<file path="config.mk">
export PLATFORM = sky130hd
export DESIGN_NAME = rawdt_cdiv
export DESIGN_NICKNAME = d
export VERILOG_FILES = /design/src/hw/rtl/rawdt_cdiv.sv
export SDC_FILE = /design/constraint.sdc
export NUM_CORES = 1
export LEC_CHECK = 0
export BUFFER_PORTS_ARGS = -buffer_cell sky130_fd_sc_hd__buf_2
export CORE_MARGIN = 4
export CORE_UTILIZATION = 30
export DETAILED_ROUTE_END_ITERATION = 7
export SLEW_MARGIN = 15
export SYNTH_ARGS = -nofsm -noshare
export SYNTH_HDL_FRONTEND = slang
export SYNTH_SLANG_ARGS = --single-unit
</file>
<file path="constraint.sdc">
create_clock -name clk -period 0.8 [get_ports clk]
set_input_delay 0.24 -clock clk [delete_from_list [all_inputs] [get_ports clk]]
set_output_delay 0.24 -clock clk [all_outputs]
set_load 0.005 [all_outputs]
</file>
<file path="src/hw/rtl/rawdt_cdiv.sv">
// ----------------------------------------------------------------------------
// rawdt_cdiv
// Three-stage divider by a constant: reciprocal multiply, back-multiply,
// one correction step. Quotient and remainder are exact for any W-bit input.
// ----------------------------------------------------------------------------
module rawdt_cdiv #(
  parameter int W   = 32,
  parameter int DIV = 1024,
  parameter int RW  = $clog2(DIV)
) (
  input  logic          clk,
  input  logic [W-1:0]  x_i,
  output logic [W-1:0]  q_o,
  output logic [RW-1:0] r_o
);

  // floor(2^W / DIV): estimate is low by at most one
  localparam logic [W-1:0] RECIP = W'((64'd1 << W) / DIV);
  localparam logic [W-1:0] DIV_W = W'(DIV);

  logic [2*W-1:0] prod1_nxt;
  logic [2*W-1:0] prod2_nxt;
  logic [W:0]     rem_nxt;
  logic           fix_nxt;

  logic [W-1:0]   x1_r, x2_r, q1_r, q2_r, q_r;
  logic [W:0]     p2_r;
  logic [RW-1:0]  r_r;

  assign prod1_nxt = {{W{1'b0}}, x_i} * {{W{1'b0}}, RECIP};
  assign prod2_nxt = {{W{1'b0}}, q1_r} * {{W{1'b0}}, DIV_W};
  assign rem_nxt   = {1'b0, x2_r} - p2_r;
  assign fix_nxt   = rem_nxt >= {1'b0, DIV_W};

  always_ff @(posedge clk) begin
    x1_r <= x_i;
    q1_r <= prod1_nxt[2*W-1:W];
    x2_r <= x1_r;
    q2_r <= q1_r;
    p2_r <= prod2_nxt[W:0];
    q_r  <= q2_r + W'(fix_nxt);
    r_r  <= fix_nxt ? RW'(rem_nxt - {1'b0, DIV_W}) : RW'(rem_nxt);
  end

  assign q_o = q_r;
  assign r_o = r_r;

endmodule

</file>
==> metrics.md <==
| Metric | Value |
|---|---|
| Clk_skew | 7.575 ps |
| Static Leak | 1.354 nW |
| Min-Delay Path Depth | 0 |
| Final WS setup | -220.6 ps |
| Crit-path leading delay family | flip-flops |
| WL met1 | 1.077 mm |
| Hold Crit Class | register to register |
| Fmax | 979.8 MHz |
| #FFs+latches synth | 96 |
| Clock Sinks | 96 |
| DP HPWL | 1.805 mm |
| Cells after synthesis | 107 |
| Die height | 89.67 µm |
| CP arrival | 780 ps |
| CTS H-tree depth | 3 |
| Die Area | 8040 µm² |
| Top cells by area in the synthesized netlist | dfxtp_1 96%, buf_4 3.8%, conb_1 0.19% |
| Fin crit share | 1.276 |
| Layout Nets | 246 |
| Vias in the first global route | 1015 |
| ANT nets after route | 0 |
| FF-to-FF path depth | 0 |
| Initial antenna violation count | 0 |
| Crit path depth | 1 |
| TritonCTS buffer count | 9 |
| Status | finished with violations |
| Util after Layout | 0.4648 |
| Critical-path cell list | buf_2 |
| Drt via density | 3.498 |
| DR WL met3 | 302 µm |
| CP startpoint kind | register |
| Worst VDD drop | 1503 µV |
| Crit path kind | register to primary output |
| Commonest non-fill, non-tap cell in the layout | dfxtp_1 |
| Area leader, netlist | dfxtp_1 |
| Cell Pwr Density | 2922 nW/µm² |
| Commonest non-fill, non-tap cells in the layout | 84 x dfxtp_1, 55 x buf_2, 32 x dlygate4sd3_1, 12 x dfxtp_2, 10 x conb_1 |
| Total power | 0.008724 W |
| Post-synth top area share | 0.9606 |
| Clk_lat worst skew | 340 ps |
| GRT Overall Usage | 0.07943 |
| IO buf count | 64 |
| WP buf/inv | 1 |
| Area delta synth->final | 49.22% |
| Crit path max fanout | 1 |
| First-pass GRT wire length | 4.402 mm |
| CTS tree | done |
| Drt initial violations | 25 |
| Worst path slowest cell | dfxtp_2 |
| Inst Count DP | 247 |
| Drt drc | 0 |
| DRT Pass-1 Iters | 2 |
| RR Endpoint | r_o[0] |
| Final setup viols | 32 |
| Final Critical Period | 1021 ps |
| Max Cap Violations | 0 |
| RSZ-0062 raised after global routing | true |
| Worst R2R Start | x2_r[0] |
| CP endpoint kind | primary output |
| Synthesized area | 2001 µm² |
| Slowest stage delay, CP | 320 ps |
| Initial core utilization | 0.3115 |
| Largest net degree at the start of global routing | 17 |
| Post-Syn Area per Cell | 18.70 µm² |
| Setup total negative slack | -6396 ps |
| GP Congestion | 0.6088 |
| Routed Wire Length | 2.890 mm |
| Root Buffer | clkbuf_8 |
| Core box area | 6422 µm² |
| Total global routing overflow | 0 |
| Hold path endpoint | q_o[14] |
| Hold wc startpoint | x2_r[24] |
| Num ports | 75 |
| Antenna Cells | 0 |
| Finished Layout Cells | 295 |
| Final hold vios | 0 |
| Synth unique cells | 3 |
| Maximum clock path buffer count | 2 |
| Avg WL per Cell | 9.797 µm |
| Hold Slack | 328.9 ps |
| Rows | 29 |
| R2R Setup Slk | 390 ps |
| Layout fillers | 579 |
| Register area share after synthesis | 0.9606 |
| Yosys warns | 0 |
| WL met2 | 1.429 mm |
| CP Data Required Time | 560 ps |
| Layout cells sized above 1 | 0.4174 |
| Uppermost layer routed | met4 |
| Clock Pin Slew Worst Setup and Hold Paths | 90 ps |
| Fin. max-slew vios | 0 |
| Failing checks | negative setup slack |
| Die Span X | 89.67 µm |
| Vias | 1032 |
| Setup Buffers After CTS | 0 |
==> sequential cells by signal (all words and copies together), names as in the netlist <==
signal / count
x1_r: 31
x2_r: 31
q_o: 22
r_o: 10
q1_r: 1
q2_r: 1
==> per-stage QoR <==
step	setup slack, ps	cell area [µm²]
floorplan	262.0	2034
global placement	150.9	2376
detailed placement	147.9	2376
CTS	-251.2	2914
global route	-274.3	2985
finish	-220.6	2985
==> worst max path at each step <==
stage,from,end,slack [ps]
after detailed placement,q_o[2],q_o[2],150
after global routing,q_o[9],q_o[9],-270
final,r_o[6],r_o[6],-220
after floorplan,q_o[0],q_o[0],260
after global placement,q_o[2],q_o[2],150
after CTS,q_o[9],q_o[9],-250
==> power by group <==
| group | total, W | internal (W) | switching, W |
|---|---|---|---|
| Sequential | 0.00509 | 0.00504 | 0.0000570 |
| Combinational | 0.000327 | 0.000235 | 0.0000920 |
| Clock | 0.00330 | 0.00178 | 0.00153 |
| Total | 0.00872 | 0.00705 | 0.00167 |
==> cells by family (layout without fill, tap and decap cells) <==
group                  count (synthesis)  in the layout  share of synthesized area
flip-flops                            96             96                     0.9606
buffers and inverters                 10            112                    0.03752
other                                  1             10                   0.001874
==> synthesized netlist by cell type <==
| cell type | instances |
|---|---|
| dfxtp_1 | 96 |
| buf_4 | 10 |
| conb_1 | 1 |
==> cell type report <==
class | count | area (µm²) | area share
Multi-Input combinational cell | 10 | 37.54 | 0.01257
Tap cell | 77 | 96.34 | 0.03227
Clock buffer | 10 | 127.6 | 0.04275
Sequential cell | 96 | 1937 | 0.6488
Timing Repair Buffer | 96 | 696.9 | 0.2334
Clock inverter | 6 | 90.09 | 0.03018
==> repair_timing <==
item | CTS | global route
endpoints found under the hold margin | 32 | 0
resized for setup | 0 | 21
hold buffers | 32 | 0
cloned | 0 | 0
endpoints found under the setup margin | 32 | 32
==> per-layer routing <==
metal,track usage,vias to the layer above
met1,0.07110,447
met5,0,-
met3,0.05566,10
met2,0.1297,57
li1,-,518
met4,0.04871,0
Note: power is estimated with default switching activity, not from simulation.
